$ cat src/design/krt_ram.sv
// ----------------------------------------------------------------------------
// Generic RAM
// One write port and one read port with registered read data.
// ----------------------------------------------------------------------------
module krt_ram #(
    parameter int WIDTH = 8,
    parameter int DEPTH = 64
) (
    input  logic                     i_clk,
    input  logic                     i_we,
    input  logic [$clog2(DEPTH)-1:0] i_waddr,
    input  logic [WIDTH-1:0]         i_wdata,
    input  logic                     i_re,
    input  logic [$clog2(DEPTH)-1:0] i_raddr,
    output logic [WIDTH-1:0]         o_rdata
);
    logic [WIDTH-1:0] r_mem [DEPTH];
    logic [WIDTH-1:0] r_rdata;

    always_ff @(posedge i_clk) begin
        if (i_we) begin
            r_mem[i_waddr] <= i_wdata;
        end
        if (i_re) begin
            r_rdata <= r_mem[i_raddr];
        end
    end

    assign o_rdata = r_rdata;
endmodule

$ cat config.mk
export PLATFORM = sky130hd
export DESIGN_NAME = krt_ram
export DESIGN_NICKNAME = d
export VERILOG_FILES = /design/src/design/krt_ram.sv
export SDC_FILE = /design/constraint.sdc
export NUM_CORES = 1
export LEC_CHECK = 0
export ABC_CLOCK_PERIOD_IN_PS = 2400
export BUFFER_PORTS_ARGS = -buffer_cell sky130_fd_sc_hd__buf_4
export CAP_MARGIN = 20
export CORE_MARGIN = 4
export CORE_UTILIZATION = 35
export DETAILED_ROUTE_END_ITERATION = 6
export HOLD_SLACK_MARGIN = 0.12
export PLACE_DENSITY = 0.45
export SYNTH_ARGS = -nofsm -noshare
export SYNTH_HDL_FRONTEND = slang
export SYNTH_SLANG_ARGS = --single-unit
$ cat constraint.sdc
create_clock -name i_clk -period 2.4 [get_ports i_clk]
set_clock_uncertainty 0.05 [all_clocks]
set_input_delay 0.12 -clock i_clk [delete_from_list [all_inputs] [get_ports i_clk]]
set_output_delay 0.12 -clock i_clk [all_outputs]
set_load 0.03 [all_outputs]
==> results_tabular.tex, run 1 <==
\begin{tabular}{lr}
\hline
Metric & Value \\
\hline
\multicolumn{2}{l}{\textbf{Status}} \\
\quad Run status & complete, no violations \\
\multicolumn{2}{l}{\textbf{Timing}} \\
\quad Fraction of the cycle the final worst path needs & 94.6\% \\
\quad Minimum clock period after layout & 2.27 ns \\
\quad Unrepaired setup endpoints after global routing & false \\
\quad Worst Slack Setup Final & 0.129 ns \\
\quad Number of failing hold endpoints at the final stage & 0 \\
\quad Fmax achieved & 440 MHz \\
\quad Final max-slew violation count & 0 \\
\quad Transition time at the pin with the least slew margin & 0.775 ns \\
\quad Headroom to the max-slew limit & 48.3\% \\
\quad Final setup vio count & 0 \\
\multicolumn{2}{l}{\textbf{CTS}} \\
\quad Root buf cell & sky130\_fd\_sc\_hd\_\_clkbuf\_16 \\
\quad Skew-Pair Late Insertion Delay & 0.60 ns \\
\quad Number of clock buffers inserted by TritonCTS & 56 \\
\quad CTS sink cnt & 520 \\
\quad Post-CTS sizing & 0 \\
\quad TritonCTS clock tree & done \\
\quad CTS Hold Bufs & 18 \\
\quad H-tree depth reported by CTS & 2 \\
\quad Clk pin slew, worst setup/hold paths & 0.06 ns \\
\quad Largest buffer count on any clock path & 3 \\
\quad Post-CTS setup-driven buffer insertion count & 0 \\
\multicolumn{2}{l}{\textbf{Synth}} \\
\quad \#FFs+latches synth & 520 \\
\quad Biggest area consumer among synthesized cells & sky130\_fd\_sc\_hd\_\_edfxtp\_1 \\
\quad Avg Cell Area, Syn & 21.5 um2 \\
\quad Sequential element share of the synthesized area & 77.1\% \\
\quad Count of warnings emitted by yosys & 0 \\
\quad Synthesized cell area & 20200 um2 \\
\quad Most common flop cell mapped by yosys & sky130\_fd\_sc\_hd\_\_edfxtp\_1 \\
\quad Area contributors post-synth & sky130\_fd\_sc\_hd\_\_edfxtp\_1 77\%, sky130\_fd\_sc\_hd\_\_mux4\_2 14\%, sky130\_fd\_sc\_hd\_\_nor2\_1 1.5\% \\
\quad Number of cells produced by synthesis & 940 \\
\quad Number of flops mapped to enable cells by yosys & 520 \\
\quad Synth top area share & 77.1\% \\
\quad Net count of the mapped netlist & 963 \\
\quad Share of synthesized registers carrying an async set or reset & 0\% \\
\quad Library cells used by synthesis & 39 \\
\multicolumn{2}{l}{\textbf{Final layout}} \\
\quad Fraction of layout cells with a size suffix above 1 & 31.7\% \\
\quad Commonest cells after routing, fill and taps aside & 520 x sky130\_fd\_sc\_hd\_\_edfxtp\_1, 147 x sky130\_fd\_sc\_hd\_\_buf\_4, 126 x sky130\_fd\_sc\_hd\_\_mux4\_2, 83 x sky130\_fd\_sc\_hd\_\_nor2\_1, 57 x sky130\_fd\_sc\_hd\_\_clkbuf\_16 \\
\quad Count of fill cells added during filler insertion & 5052 \\
\quad Area growth from synthesis to final layout & 18.6\% \\
\quad NumNets Final & 1144 \\
\quad Final Core Density & 42.2\% \\
\quad Leading cell type in the layout, fill and taps excluded & sky130\_fd\_sc\_hd\_\_edfxtp\_1 \\
\multicolumn{2}{l}{\textbf{GRT}} \\
\quad Global routing usage summed across all routing layers & 16.3\% \\
\quad GRT overflow & 0 \\
\quad Via count of the first global-routing pass & 10500 \\
\quad Largest net degree at the start of global routing & 65 \\
\quad Global-route wire length before repair & 74.2 mm \\
\quad Antenna violations before repair & 1 \\
\multicolumn{2}{l}{\textbf{Setup path}} \\
\quad Cell Chain, Critical Path & mux4\_2 > mux2\_2 > o221a\_2 > nor3\_1 > o32ai\_1 \\
\quad Type of the worst setup path & reg2reg \\
\quad Arrival time of the worst setup path & 2.55 ns \\
\quad Crit path capture type & flop \\
\quad Nature of the critical path startpoint & flop \\
\quad Critical path's largest stage delay & 0.48 ns \\
\quad Required time at the worst-slack endpoint & 2.68 ns \\
\quad Kind of cell adding the most delay to the critical path & multiplexers \\
\quad Worst path bufs/invs & 0 \\
\quad Standard cell with the maximum stage delay on the critical path & sky130\_fd\_sc\_hd\_\_mux4\_2 \\
\quad Crit path max fanout & 1 \\
\multicolumn{2}{l}{\textbf{Power}} \\
\quad Cell internal power dissipation & 15.0 mW \\
\quad IR drop worst, VDD & 0.558 mV \\
\quad Switching power share of the total & 21.3\% \\
\quad Sequential share of power & 52.9\% \\
\quad Leakage power summed over all cells & 7.69 nW \\
\quad Share of power burned in combinational logic & 5.5\% \\
\quad Psw & 4.08 mW \\
\quad Part of the total power dissipated in the clock network & 41.6\% \\
\quad Power density over the cells & 796 nW/um2 \\
\multicolumn{2}{l}{\textbf{Place}} \\
\quad Worst slack after detailed placement & -0.131 ns \\
\quad HPWL after detailed placement & 31.3 mm \\
\quad Gpl congestion & 0.765 \\
\quad Buffers on Ports & 30 \\
\multicolumn{2}{l}{\textbf{Die}} \\
\quad Core ar. & 56800 um2 \\
\quad Effective utilization at floorplan & 35.6\% \\
\quad Num ports & 31 \\
\quad Area of the die & 61800 um2 \\
\quad Number of placement rows & 87 \\
\quad Chip Height & 249 um \\
\quad Die span in x & 249 um \\
\multicolumn{2}{l}{\textbf{Hold path}} \\
\quad Class of the tightest hold or removal check & in2reg \\
\multicolumn{2}{l}{\textbf{Route}} \\
\quad Aggregate routed wire length & 50.4 mm \\
\quad Vias per Instance & 5.18 \\
\quad Vias after detailed routing & 9944 \\
\quad Final antenna-violating net count & 0 \\
\quad Post-route DRC violation count & 0 \\
\quad Number of iterations in the first detailed-routing pass & 5 \\
\quad Starting DRC count in detailed routing & 731 \\
\quad Avg WL per Cell & 26.3 um \\
\multicolumn{2}{l}{\textbf{Flow run}} \\
\quad Max-capacitance violation count & 0 \\
\hline
\end{tabular}
-- logic make-up (layout without fill, tap and decap cells) --
group / after synthesis / after routing / synth area share (%)
DFF: 520 / 520 / 77.1
muxes: 162 / 162 / 15.9
and+or+nand+nor: 153 / 153 / 3.37
AOI/OAI and AO/OA: 54 / 54 / 2.06
buffers and inverters: 51 / 274 / 1.56
other: 0 / 1 / 0
-- registers in the layout, indices dropped and copies added, names as in the netlist --
signal and count:
o_rdata 8, r_mem 512
-- cells in the mapped netlist, types with 2 or more instances --
library cell	number
sky130_fd_sc_hd__o32ai_1	2
sky130_fd_sc_hd__buf_2	11
sky130_fd_sc_hd__buf_12	2
sky130_fd_sc_hd__o21a_1	2
sky130_fd_sc_hd__a221oi_1	6
sky130_fd_sc_hd__nor2b_1	14
sky130_fd_sc_hd__mux2_2	13
sky130_fd_sc_hd__nand4_1	2
sky130_fd_sc_hd__a2111oi_0	2
sky130_fd_sc_hd__mux2i_1	23
sky130_fd_sc_hd__nand2_1	19
sky130_fd_sc_hd__mux4_2	126
sky130_fd_sc_hd__o221a_2	2
sky130_fd_sc_hd__o22ai_1	8
sky130_fd_sc_hd__buf_1	4
sky130_fd_sc_hd__o21ai_1	2
sky130_fd_sc_hd__clkbuf_1	17
sky130_fd_sc_hd__nor2_1	83
sky130_fd_sc_hd__buf_6	4
sky130_fd_sc_hd__a22oi_1	3
sky130_fd_sc_hd__a211oi_1	4
sky130_fd_sc_hd__buf_4	13
sky130_fd_sc_hd__a21oi_1	3
sky130_fd_sc_hd__o21ai_0	2
sky130_fd_sc_hd__o221ai_1	8
sky130_fd_sc_hd__nor4_1	2
sky130_fd_sc_hd__nand2b_1	7
sky130_fd_sc_hd__o2111ai_1	3
sky130_fd_sc_hd__nand3b_1	3
sky130_fd_sc_hd__edfxtp_1	520
sky130_fd_sc_hd__nor3_1	7
sky130_fd_sc_hd__o2bb2ai_1	3
sky130_fd_sc_hd__nand3_1	13
sky130_fd_sc_hd__o41ai_1	2
-- layer usage --
metal	wire length, um	global-route usage, %	up-vias
li1	-	-	4303
met1	22900	23.1	5354
met4	1280	4.65	0
met2	24100	25.9	203
met3	2150	3.13	84
met5	0	0	-
-- stage by stage --
step                      area, um2  hold WS (ns)  cells  setup TNS, ns  total power, mW
after floorplan               20200         0.169    940              0             10.8
after global placement        22200         0.405   1801         -0.605             11.4
after detailed placement      22200         0.396   1801         -0.486             11.4
after CTS                     24000         0.132   1919              0             19.4
after global routing          24000         0.154   1919              0             19.8
final                         24000         0.186   1920              0             19.1
-- final timing paths --
| path | start | endpoint | slack, ns | depth (start not counted) |
|---|---|---|---|---|
| setup / recovery | r_mem[21][4] | o_rdata[4] | 0.13 | 5 |
| hold / removal | i_waddr[0] | r_mem[49][1] | 0.19 | 4 |
| setup reg to reg | r_mem[21][4] | o_rdata[4] | 0.13 | 5 |
| hold reg to reg | r_mem[22][1] | o_rdata[1] | 0.87 | 4 |
-- worst reg2reg max path, stage by stage (launching register included) --
cell                       delay, ns
sky130_fd_sc_hd__edfxtp_1       0.36
sky130_fd_sc_hd__mux4_2         0.48
sky130_fd_sc_hd__mux2_2         0.29
sky130_fd_sc_hd__o221a_2        0.28
sky130_fd_sc_hd__nor3_1         0.39
sky130_fd_sc_hd__o32ai_1        0.16
-- power groups by stage --
stage | Sequential, mW | Combinational, mW | Clock [mW]
4_1_cts | 10.1 | 1.09 | 8.18
3_5_place_dp | 10.3 | 1.06 | 0
2_1_floorplan | 10.3 | 0.536 | 0
6_report | 10.1 | 1.06 | 7.94
3_3_place_gp | 10.3 | 1.06 | 0
5_1_grt | 10.1 | 1.15 | 8.57
-- cell type report --
cell class,count,area (um2),share of cell area (%)
Sequential cell,520,15600,65.0
Multi-Input combinational cell,369,4320,18.0
Clock buffer,67,1460,6.10
Timing Repair Buffer,174,1460,6.07
Tap cell,756,946,3.94
Clock inverter,33,205,0.855
Antenna cell,1,2.50,0.0104
No activity file was read; power rests on OpenSTA's default activity.
==> run 2: changes to the inputs <==
Settings changed: ABC_AREA set to 1.
==> run 2 against run 1 <==
Net effect:
- utilization decreased by 1.4 points
- fmax increased by 12%
- register-to-register slack improved by 0.25 ns
- design area increased by 2.8%
- sequential power about the same
- critical endpoint is now o_rdata[1]
- largest power group unchanged
==> results_tabular.tex, run 2 <==
\begin{tabular}{lr}
\hline
Metric & Value \\
\hline
\multicolumn{2}{l}{\textbf{Status}} \\
\quad Run status & complete, no violations \\
\multicolumn{2}{l}{\textbf{Place}} \\
\quad Post-DP Area & 22800 um2 (+2.8\%) \\
\quad Gpl congestion & 0.848 (+11\%) \\
\quad Worst slack after detailed placement & 0.260 ns (+0.390 ns) \\
\quad Buffers on Ports & 30 (unchanged) \\
\quad HPWL after detailed placement & 35.5 mm (+13\%) \\
\multicolumn{2}{l}{\textbf{GRT}} \\
\quad Largest net degree at the start of global routing & 93 (+43\%) \\
\quad GRT overflow & 0 (unchanged) \\
\quad Global-route wire length before repair & 90.2 mm (+22\%) \\
\quad Via count of the first global-routing pass & 13800 (+32\%) \\
\quad Antenna violations before repair & 1 (unchanged) \\
\quad Global routing usage summed across all routing layers & 18.1\% (+1.8 points) \\
\multicolumn{2}{l}{\textbf{Timing}} \\
\quad Unrepaired setup endpoints after global routing & false \\
\quad Worst Slack Setup Final & 0.380 ns (+0.251 ns) \\
\quad Fmax achieved & 495 MHz (+12\%) \\
\quad Sum Neg Setup Slack & 0 ns (unchanged) \\
\quad Headroom to the max-slew limit & 41.8\% (-6.5 points) \\
\quad Fraction of the cycle the final worst path needs & 84.1\% (-10 points) \\
\quad Transition time at the pin with the least slew margin & 0.873 ns (+0.0979 ns) \\
\quad Minimum clock period after layout & 2.02 ns (-0.251 ns) \\
\quad Final setup vio count & 0 (unchanged) \\
\quad Number of failing hold endpoints at the final stage & 0 (unchanged) \\
\quad Final max-slew violation count & 0 (unchanged) \\
\multicolumn{2}{l}{\textbf{CTS}} \\
\quad Post-CTS setup-driven buffer insertion count & 0 (unchanged) \\
\quad H-tree depth reported by CTS & 2 (unchanged) \\
\quad Root buf cell & sky130\_fd\_sc\_hd\_\_clkbuf\_16 \\
\quad Largest buffer count on any clock path & 3 (unchanged) \\
\quad Skew-Pair Late Insertion Delay & 0.61 ns (about the same) \\
\quad CTS sink cnt & 520 (unchanged) \\
\quad Number of clock buffers inserted by TritonCTS & 57 (+1.8\%) \\
\quad TritonCTS clock tree & done \\
\quad Post-CTS sizing & 0 (unchanged) \\
\quad Clk pin slew, worst setup/hold paths & 0.06 ns (about the same) \\
\multicolumn{2}{l}{\textbf{Setup path}} \\
\quad Critical Path Start & r\_mem[51][1] \\
\quad Crit path capture type & flop \\
\quad Type of the worst setup path & reg2reg \\
\quad Register-to-register setup slack & 0.38 ns (+0.25 ns) \\
\quad Nature of the critical path startpoint & flop \\
\quad Required time at the worst-slack endpoint & 2.72 ns (+0.04 ns) \\
\quad Worst R2R Start & r\_mem[51][1] \\
\quad Logic depth of the worst register-to-register path & 9 (+4) \\
\quad Kind of cell adding the most delay to the critical path & simple AND/OR/NAND/NOR gates \\
\quad Worst path bufs/invs & 1 (+1) \\
\quad Worst reg2reg path endpoint & o\_rdata[1] \\
\quad Arrival time of the worst setup path & 2.34 ns (-0.21 ns) \\
\quad Crit path max fanout & 1 (unchanged) \\
\quad Standard cell with the maximum stage delay on the critical path & sky130\_fd\_sc\_hd\_\_dlygate4sd3\_1 \\
\quad Cell Chain, Critical Path & nand2\_1 > nand3\_1 > nand3\_1 > nand2\_1 > nand2\_1 > nand3\_1 > nand3\_1 > dlygate4sd3\_1 > nand2\_1 \\
\quad Critical path's largest stage delay & 0.55 ns (+0.07 ns) \\
\multicolumn{2}{l}{\textbf{Synth}} \\
\quad Most common flop cell mapped by yosys & sky130\_fd\_sc\_hd\_\_edfxtp\_1 \\
\quad Avg Cell Area, Syn & 11.9 um2 (-45\%) \\
\quad Synthesized cell area & 21400 um2 (+5.8\%) \\
\quad Area contributors post-synth & sky130\_fd\_sc\_hd\_\_edfxtp\_1 73\%, sky130\_fd\_sc\_hd\_\_nand2\_1 11\%, sky130\_fd\_sc\_hd\_\_nand3\_1 10\% \\
\quad Number of flops mapped to enable cells by yosys & 520 (unchanged) \\
\quad Sequential element share of the synthesized area & 72.9\% (-4.2 points) \\
\quad Count of warnings emitted by yosys & 0 (unchanged) \\
\quad Synth top area share & 72.9\% (-4.2 points) \\
\quad Commonest cells in the netlist & 648 x sky130\_fd\_sc\_hd\_\_nand2\_1, 520 x sky130\_fd\_sc\_hd\_\_edfxtp\_1, 439 x sky130\_fd\_sc\_hd\_\_nand3\_1, 56 x sky130\_fd\_sc\_hd\_\_nor2\_1, 37 x sky130\_fd\_sc\_hd\_\_buf\_2 \\
\quad \#FFs+latches synth & 520 (unchanged) \\
\quad Most instantiated library cell after synthesis & sky130\_fd\_sc\_hd\_\_nand2\_1 \\
\quad Share of synthesized registers carrying an async set or reset & 0\% (unchanged) \\
\quad Biggest area consumer among synthesized cells & sky130\_fd\_sc\_hd\_\_edfxtp\_1 \\
\quad Net count of the mapped netlist & 1828 (+90\%) \\
\quad Number of cells produced by synthesis & 1805 (+92\%) \\
\quad Library cells used by synthesis & 15 (-62\%) \\
\multicolumn{2}{l}{\textbf{Final layout}} \\
\quad Flip-flop count of the largest register after layout & 512 (unchanged) \\
\quad Post-route cell area & 24700 um2 (+2.8\%) \\
\quad Diode insertion count for antenna repair & 0 (-1) \\
\quad Count of fill cells added during filler insertion & 5720 (+13\%) \\
\quad Leading cell type in the layout, fill and taps excluded & sky130\_fd\_sc\_hd\_\_nand2\_1 \\
\quad Commonest cells after routing, fill and taps aside & 648 x sky130\_fd\_sc\_hd\_\_nand2\_1, 520 x sky130\_fd\_sc\_hd\_\_edfxtp\_1, 439 x sky130\_fd\_sc\_hd\_\_nand3\_1, 122 x sky130\_fd\_sc\_hd\_\_buf\_4, 59 x sky130\_fd\_sc\_hd\_\_clkbuf\_16 \\
\quad Fraction of layout cells with a size suffix above 1 & 11.2\% (-21 points) \\
\quad Area growth from synthesis to final layout & 15.2\% \\
\quad Most flops, register & r\_mem \\
\quad NumNets Final & 1926 (+68\%) \\
\quad Final Core Density & 40.8\% (-1.4 points) \\
\multicolumn{2}{l}{\textbf{Power}} \\
\quad IR drop worst, VDD & 0.507 mV (-9.2\%) \\
\quad Power density over the cells & 792 nW/um2 (-0.47\%) \\
\quad Leakage power summed over all cells & 8.92 nW (+16\%) \\
\multicolumn{2}{l}{\textbf{Die}} \\
\quad Area of the die & 65200 um2 (+5.6\%) \\
\quad Chip Height & 255 um (+2.8\%) \\
\quad Core ar. & 60500 um2 (+6.4\%) \\
\quad Number of placement rows & 90 (+3.4\%) \\
\quad Die span in x & 255 um (+2.8\%) \\
\quad Num ports & 31 (unchanged) \\
\quad Effective utilization at floorplan & 35.4\% (-0.21 points) \\
\multicolumn{2}{l}{\textbf{Hold path}} \\
\quad Worst min-delay path startpoint & i\_we \\
\quad Terminating pin of the worst hold path & r\_mem[5][2] \\
\quad Class of the tightest hold or removal check & in2reg \\
\quad Cell depth of the worst min-delay path & 4 (unchanged) \\
\multicolumn{2}{l}{\textbf{Route}} \\
\quad Number of iterations in the first detailed-routing pass & 5 (unchanged) \\
\quad Starting DRC count in detailed routing & 1154 (+58\%) \\
\quad Final antenna-violating net count & 0 (unchanged) \\
\quad Avg WL per Cell & 22.1 um (-16\%) \\
\quad Post-route DRC violation count & 0 (unchanged) \\
\quad Vias per Instance & 5.10 (-1.4\%) \\
\quad Vias after detailed routing & 14000 (+40\%) \\
\quad Aggregate routed wire length & 60.3 mm (+20\%) \\
\multicolumn{2}{l}{\textbf{Flow run}} \\
\quad Max-capacitance violation count & 0 (unchanged) \\
\hline
\end{tabular}
[run 2: area by class of cell]
type | count | area [um2] | area share [%]
flip-flops and latches | 520 | 15600 | 63.3
multi-input cells | 1160 | 4950 | 20.0
clock buffers | 68 | 1510 | 6.12
repair buffers | 152 | 1350 | 5.47
well taps | 782 | 978 | 3.97
clock inverters | 40 | 216 | 0.877
inverters | 12 | 55.1 | 0.223
[run 2: what timing repair did]
item | in CTS | in global routing
endpoints found under the setup margin | 0 | 0
hold buffers | 16 | 0
endpoints found under the hold margin | 371 | 0
[run 2: tightest hold or removal path, cell delays in order]
cell and delay (ns):
sky130_fd_sc_hd__buf_4 0.15, sky130_fd_sc_hd__nand4_1 0.15, sky130_fd_sc_hd__buf_4 0.18, sky130_fd_sc_hd__nor2_1 0.06
[run 2: metrics by stage]
step | std cells | power, mW | hold slack, ns
global route | 2734 | 20.2 | 0.182
floorplan | 1805 | 11.0 | 0.169
finish | 2734 | 19.5 | 0.183
detailed placement | 2610 | 11.6 | 0.421
CTS | 2734 | 19.8 | 0.149
global placement | 2610 | 11.6 | 0.409
[run 2: how the worst max path moves through the flow]
stage | cells after the start | slack (ns) | to
2_1_floorplan | 3 | 0.46 | r_mem[48][0]
3_3_place_gp | 10 | 0.26 | o_rdata[3]
3_5_place_dp | 10 | 0.26 | o_rdata[3]
4_1_cts | 9 | 0.39 | o_rdata[1]
5_1_grt | 9 | 0.30 | o_rdata[1]
6_report | 9 | 0.38 | o_rdata[1]
[run 2: cell families after synthesis]
| kind of cell | count (synthesis) | synth area share [%] |
|---|---|---|
| AND/OR/NAND/NOR | 1160 | 23.1 |
| buffers and inverters | 125 | 4.01 |
| flip-flops | 520 | 72.9 |
[run 2: metal layers]
metal | part of all wire (%) | wire length (um) | vias up | GRT usage [%]
met4 | 2.3 | 1370 | 2 | 5.12
met5 | 0.018 | 11 | - | 0
met2 | 45 | 27200 | 403 | 28.4
li1 | - | - | 6561 | -
met1 | 47 | 28100 | 6902 | 26.2
met3 | 6.0 | 3620 | 87 | 3.15
[run 2: power breakdown]
group          total (mW)  switching [mW]  leakage, nW  internal [mW]
logic                1.29           0.944         3.40          0.342
registers            10.1          0.0339         4.69           10.1
clock network        8.14            3.58        0.839           4.57
total                19.5            4.56         8.92           15.0
==> run 3: changes to the inputs <==
Settings changed: ABC_CLOCK_PERIOD_IN_PS 2400 to 1900.
Clock period 2.4 ns to 1.9 ns, I/O delays scaled along.
==> run 3 against run 2 <==
Net effect:
- via count decreased by 0.41%
- worst setup slack got worse by 0.11 ns
- fmax increased by 24%
- power increased by 26%
- critical path depth decreased by 1
- hold slack improved by 0.0029 ns
- die area unchanged
- utilization increased by 0.54 points
- clock power increased by 24%
- largest cell class unchanged
==> results_tabular.tex, run 3 (synthesis gave the netlist of run 2 again) <==
\begin{tabular}{lr}
\hline
Metric & Value \\
\hline
\multicolumn{2}{l}{\textbf{Timing}} \\
\quad Smallest hold slack & 0.186 ns (+0.00288 ns) \\
\quad Number of failing hold endpoints at the final stage & 0 (unchanged) \\
\quad Sum Neg Setup Slack & 0 ns (unchanged) \\
\quad Fmax achieved & 613 MHz (+24\%) \\
\quad Final max-slew violation count & 0 (unchanged) \\
\quad Headroom to the max-slew limit & 66.1\% (+24 points) \\
\quad Final setup vio count & 0 (unchanged) \\
\quad Worst Slack Setup Final & 0.268 ns (-0.112 ns) \\
\quad Unrepaired setup endpoints after global routing & false \\
\quad Minimum clock period after layout & 1.63 ns (-0.388 ns) \\
\quad Fraction of the cycle the final worst path needs & 85.9\% (+1.7 points) \\
\quad Transition time at the pin with the least slew margin & 0.507 ns (-0.366 ns) \\
\multicolumn{2}{l}{\textbf{Setup path}} \\
\quad Crit path max fanout & 1 (unchanged) \\
\quad Crit path capture type & flop \\
\quad Cell Chain, Critical Path & nand2\_1 > nand3\_1 > nand3\_1 > nand2\_1 > nand2\_1 > nand3\_1 > nand3\_1 > nand2\_1 \\
\quad Required time at the worst-slack endpoint & 2.20 ns (-0.52 ns) \\
\quad Critical path's largest stage delay & 0.36 ns (-0.19 ns) \\
\quad Arrival time of the worst setup path & 1.93 ns (-0.41 ns) \\
\quad Standard cell with the maximum stage delay on the critical path & sky130\_fd\_sc\_hd\_\_edfxtp\_1 \\
\quad Type of the worst setup path & reg2reg \\
\quad Nature of the critical path startpoint & flop \\
\multicolumn{2}{l}{\textbf{Flow run}} \\
\quad Max-capacitance violation count & 0 (unchanged) \\
\multicolumn{2}{l}{\textbf{Die}} \\
\quad Num ports & 31 (unchanged) \\
\quad Core ar. & 60500 um2 (unchanged) \\
\quad Number of placement rows & 90 (unchanged) \\
\quad Effective utilization at floorplan & 35.4\% (unchanged) \\
\quad Chip Height & 255 um (unchanged) \\
\quad Area of the die & 65200 um2 (unchanged) \\
\quad Die span in x & 255 um (unchanged) \\
\multicolumn{2}{l}{\textbf{CTS}} \\
\quad Clk pin slew, worst setup/hold paths & 0.06 ns (about the same) \\
\quad Root buf cell & sky130\_fd\_sc\_hd\_\_clkbuf\_16 \\
\quad Largest buffer count on any clock path & 3 (unchanged) \\
\quad Post-CTS setup-driven buffer insertion count & 0 (unchanged) \\
\quad CTS Hold Bufs & 16 (unchanged) \\
\quad Post-CTS sizing & 0 (unchanged) \\
\quad Number of clock buffers inserted by TritonCTS & 57 (unchanged) \\
\quad Skew-Pair Late Insertion Delay & 0.60 ns (about the same) \\
\quad CTS sink cnt & 520 (unchanged) \\
\quad TritonCTS clock tree & done \\
\quad H-tree depth reported by CTS & 2 (unchanged) \\
\multicolumn{2}{l}{\textbf{Final layout}} \\
\quad Cell Count, Final, Fillers Out & 2747 (+0.48\%) \\
\quad Most flops, register & r\_mem \\
\quad Area growth from synthesis to final layout & 16.7\% \\
\quad Leading cell type in the layout, fill and taps excluded & sky130\_fd\_sc\_hd\_\_nand2\_1 \\
\quad Fraction of layout cells with a size suffix above 1 & 11.8\% (+0.64 points) \\
\quad Diode insertion count for antenna repair & 0 (unchanged) \\
\quad Commonest cells after routing, fill and taps aside & 648 x sky130\_fd\_sc\_hd\_\_nand2\_1, 520 x sky130\_fd\_sc\_hd\_\_edfxtp\_1, 439 x sky130\_fd\_sc\_hd\_\_nand3\_1, 124 x sky130\_fd\_sc\_hd\_\_buf\_4, 57 x sky130\_fd\_sc\_hd\_\_clkbuf\_16 \\
\quad Flip-flop count of the largest register after layout & 512 (unchanged) \\
\quad Final Core Density & 41.3\% (+0.54 points) \\
\quad NumNets Final & 1947 (+1.1\%) \\
\multicolumn{2}{l}{\textbf{GRT}} \\
\quad Via count of the first global-routing pass & 14000 (+1.0\%) \\
\quad Global routing usage summed across all routing layers & 18.0\% (-0.093 points) \\
\quad Global-route wire length before repair & 90.0 mm (-0.24\%) \\
\quad GRT overflow & 0 (unchanged) \\
\quad Largest net degree at the start of global routing & 81 (-13\%) \\
\quad Antenna violations before repair & 0 (-1) \\
\multicolumn{2}{l}{\textbf{Place}} \\
\quad HPWL after detailed placement & 36.3 mm (+2.2\%) \\
\quad Buffers on Ports & 30 (unchanged) \\
\quad Total placed cells including tap cells & 2631 (+0.80\%) \\
\quad Gpl congestion & 0.810 (-4.5\%) \\
\quad Worst slack after detailed placement & -0.0778 ns (-0.337 ns) \\
\multicolumn{2}{l}{\textbf{Route}} \\
\quad Final antenna-violating net count & 0 (unchanged) \\
\quad Number of iterations in the first detailed-routing pass & 7 (+2) \\
\quad Vias per Instance & 5.06 (-0.88\%) \\
\quad Avg WL per Cell & 21.7 um (-1.7\%) \\
\quad Vias after detailed routing & 13900 (-0.41\%) \\
\quad Starting DRC count in detailed routing & 1253 (+8.6\%) \\
\quad Aggregate routed wire length & 59.5 mm (-1.2\%) \\
\quad Post-route DRC violation count & 0 (unchanged) \\
\multicolumn{2}{l}{\textbf{Status}} \\
\quad Run status & complete, no violations \\
\multicolumn{2}{l}{\textbf{Power}} \\
\quad IR drop worst, VDD & 0.641 mV (+27\%) \\
\quad Power density over the cells & 981 nW/um2 (+24\%) \\
\quad Leakage power summed over all cells & 9.10 nW (+2.0\%) \\
\multicolumn{2}{l}{\textbf{Hold path}} \\
\quad Class of the tightest hold or removal check & in2reg \\
\hline
\end{tabular}
## run 3: changes by cell type in the layout (fill, tap and decap cells not counted), moves of 2 or more
| cell | delta |
|---|---|
| sky130_fd_sc_hd__clkbuf_16 | -2 |
| sky130_fd_sc_hd__buf_12 | +19 |
| sky130_fd_sc_hd__clkinv_1 | -4 |
| sky130_fd_sc_hd__buf_4 | +2 |
| sky130_fd_sc_hd__clkinvlp_4 | -5 |
| sky130_fd_sc_hd__clkbuf_1 | +3 |
## run 3: critical path: cells and delay by family, from the launching register on
| family | cells | cell delay (ns) |
|---|---|---|
| flip-flops | 1 | 0.36 |
| AND/OR/NAND/NOR | 8 | 0.97 |
## run 3: path summary, 6_finish.rpt
path,startpoint,end,slack [ns],cells after the start
min,i_we,r_mem[4][1],0.19,4
max,r_mem[53][4],o_rdata[4],0.27,8
max reg2reg,r_mem[53][4],o_rdata[4],0.27,8
min reg2reg,r_mem[42][7],o_rdata[7],0.86,8
## run 3: stage by stage
step                      total power [mW]  cell area (um2)
after floorplan                       13.9            21400
after global placement                14.7            23200
after detailed placement              14.7            23200
after CTS                             24.9            25000
after global routing                  25.5            25000
final                                 24.5            25000
## run 3: power breakdown
| part | leakage (nW) | internal [mW] | switching [mW] |
|---|---|---|---|
| clock | 0.821 | 5.71 | 4.35 |
| combinational | 3.59 | 0.513 | 1.19 |
| sequential | 4.69 | 12.7 | 0.0470 |
| total | 9.10 | 18.9 | 5.59 |
## run 3: final cells by class
class | instances | area (um2)
timing repair buffer | 173 | 1750
sequential | 520 | 15600
tap | 782 | 978
clock buffer | 69 | 1470
clock inverter | 31 | 185
inverter | 12 | 55.1
fill | 5724 | 35500
multi-input combinational | 1160 | 4950
## run 3: layer usage
metal / global-route usage, % / part of all wire [%] / vias up
li1: - / - / 6602
met1: 25.7 / 46 / 6873
met4: 4.81 / 2.5 / 0
met3: 3.12 / 4.8 / 95
met2: 28.8 / 46 / 328
met5: 0 / 0 / -
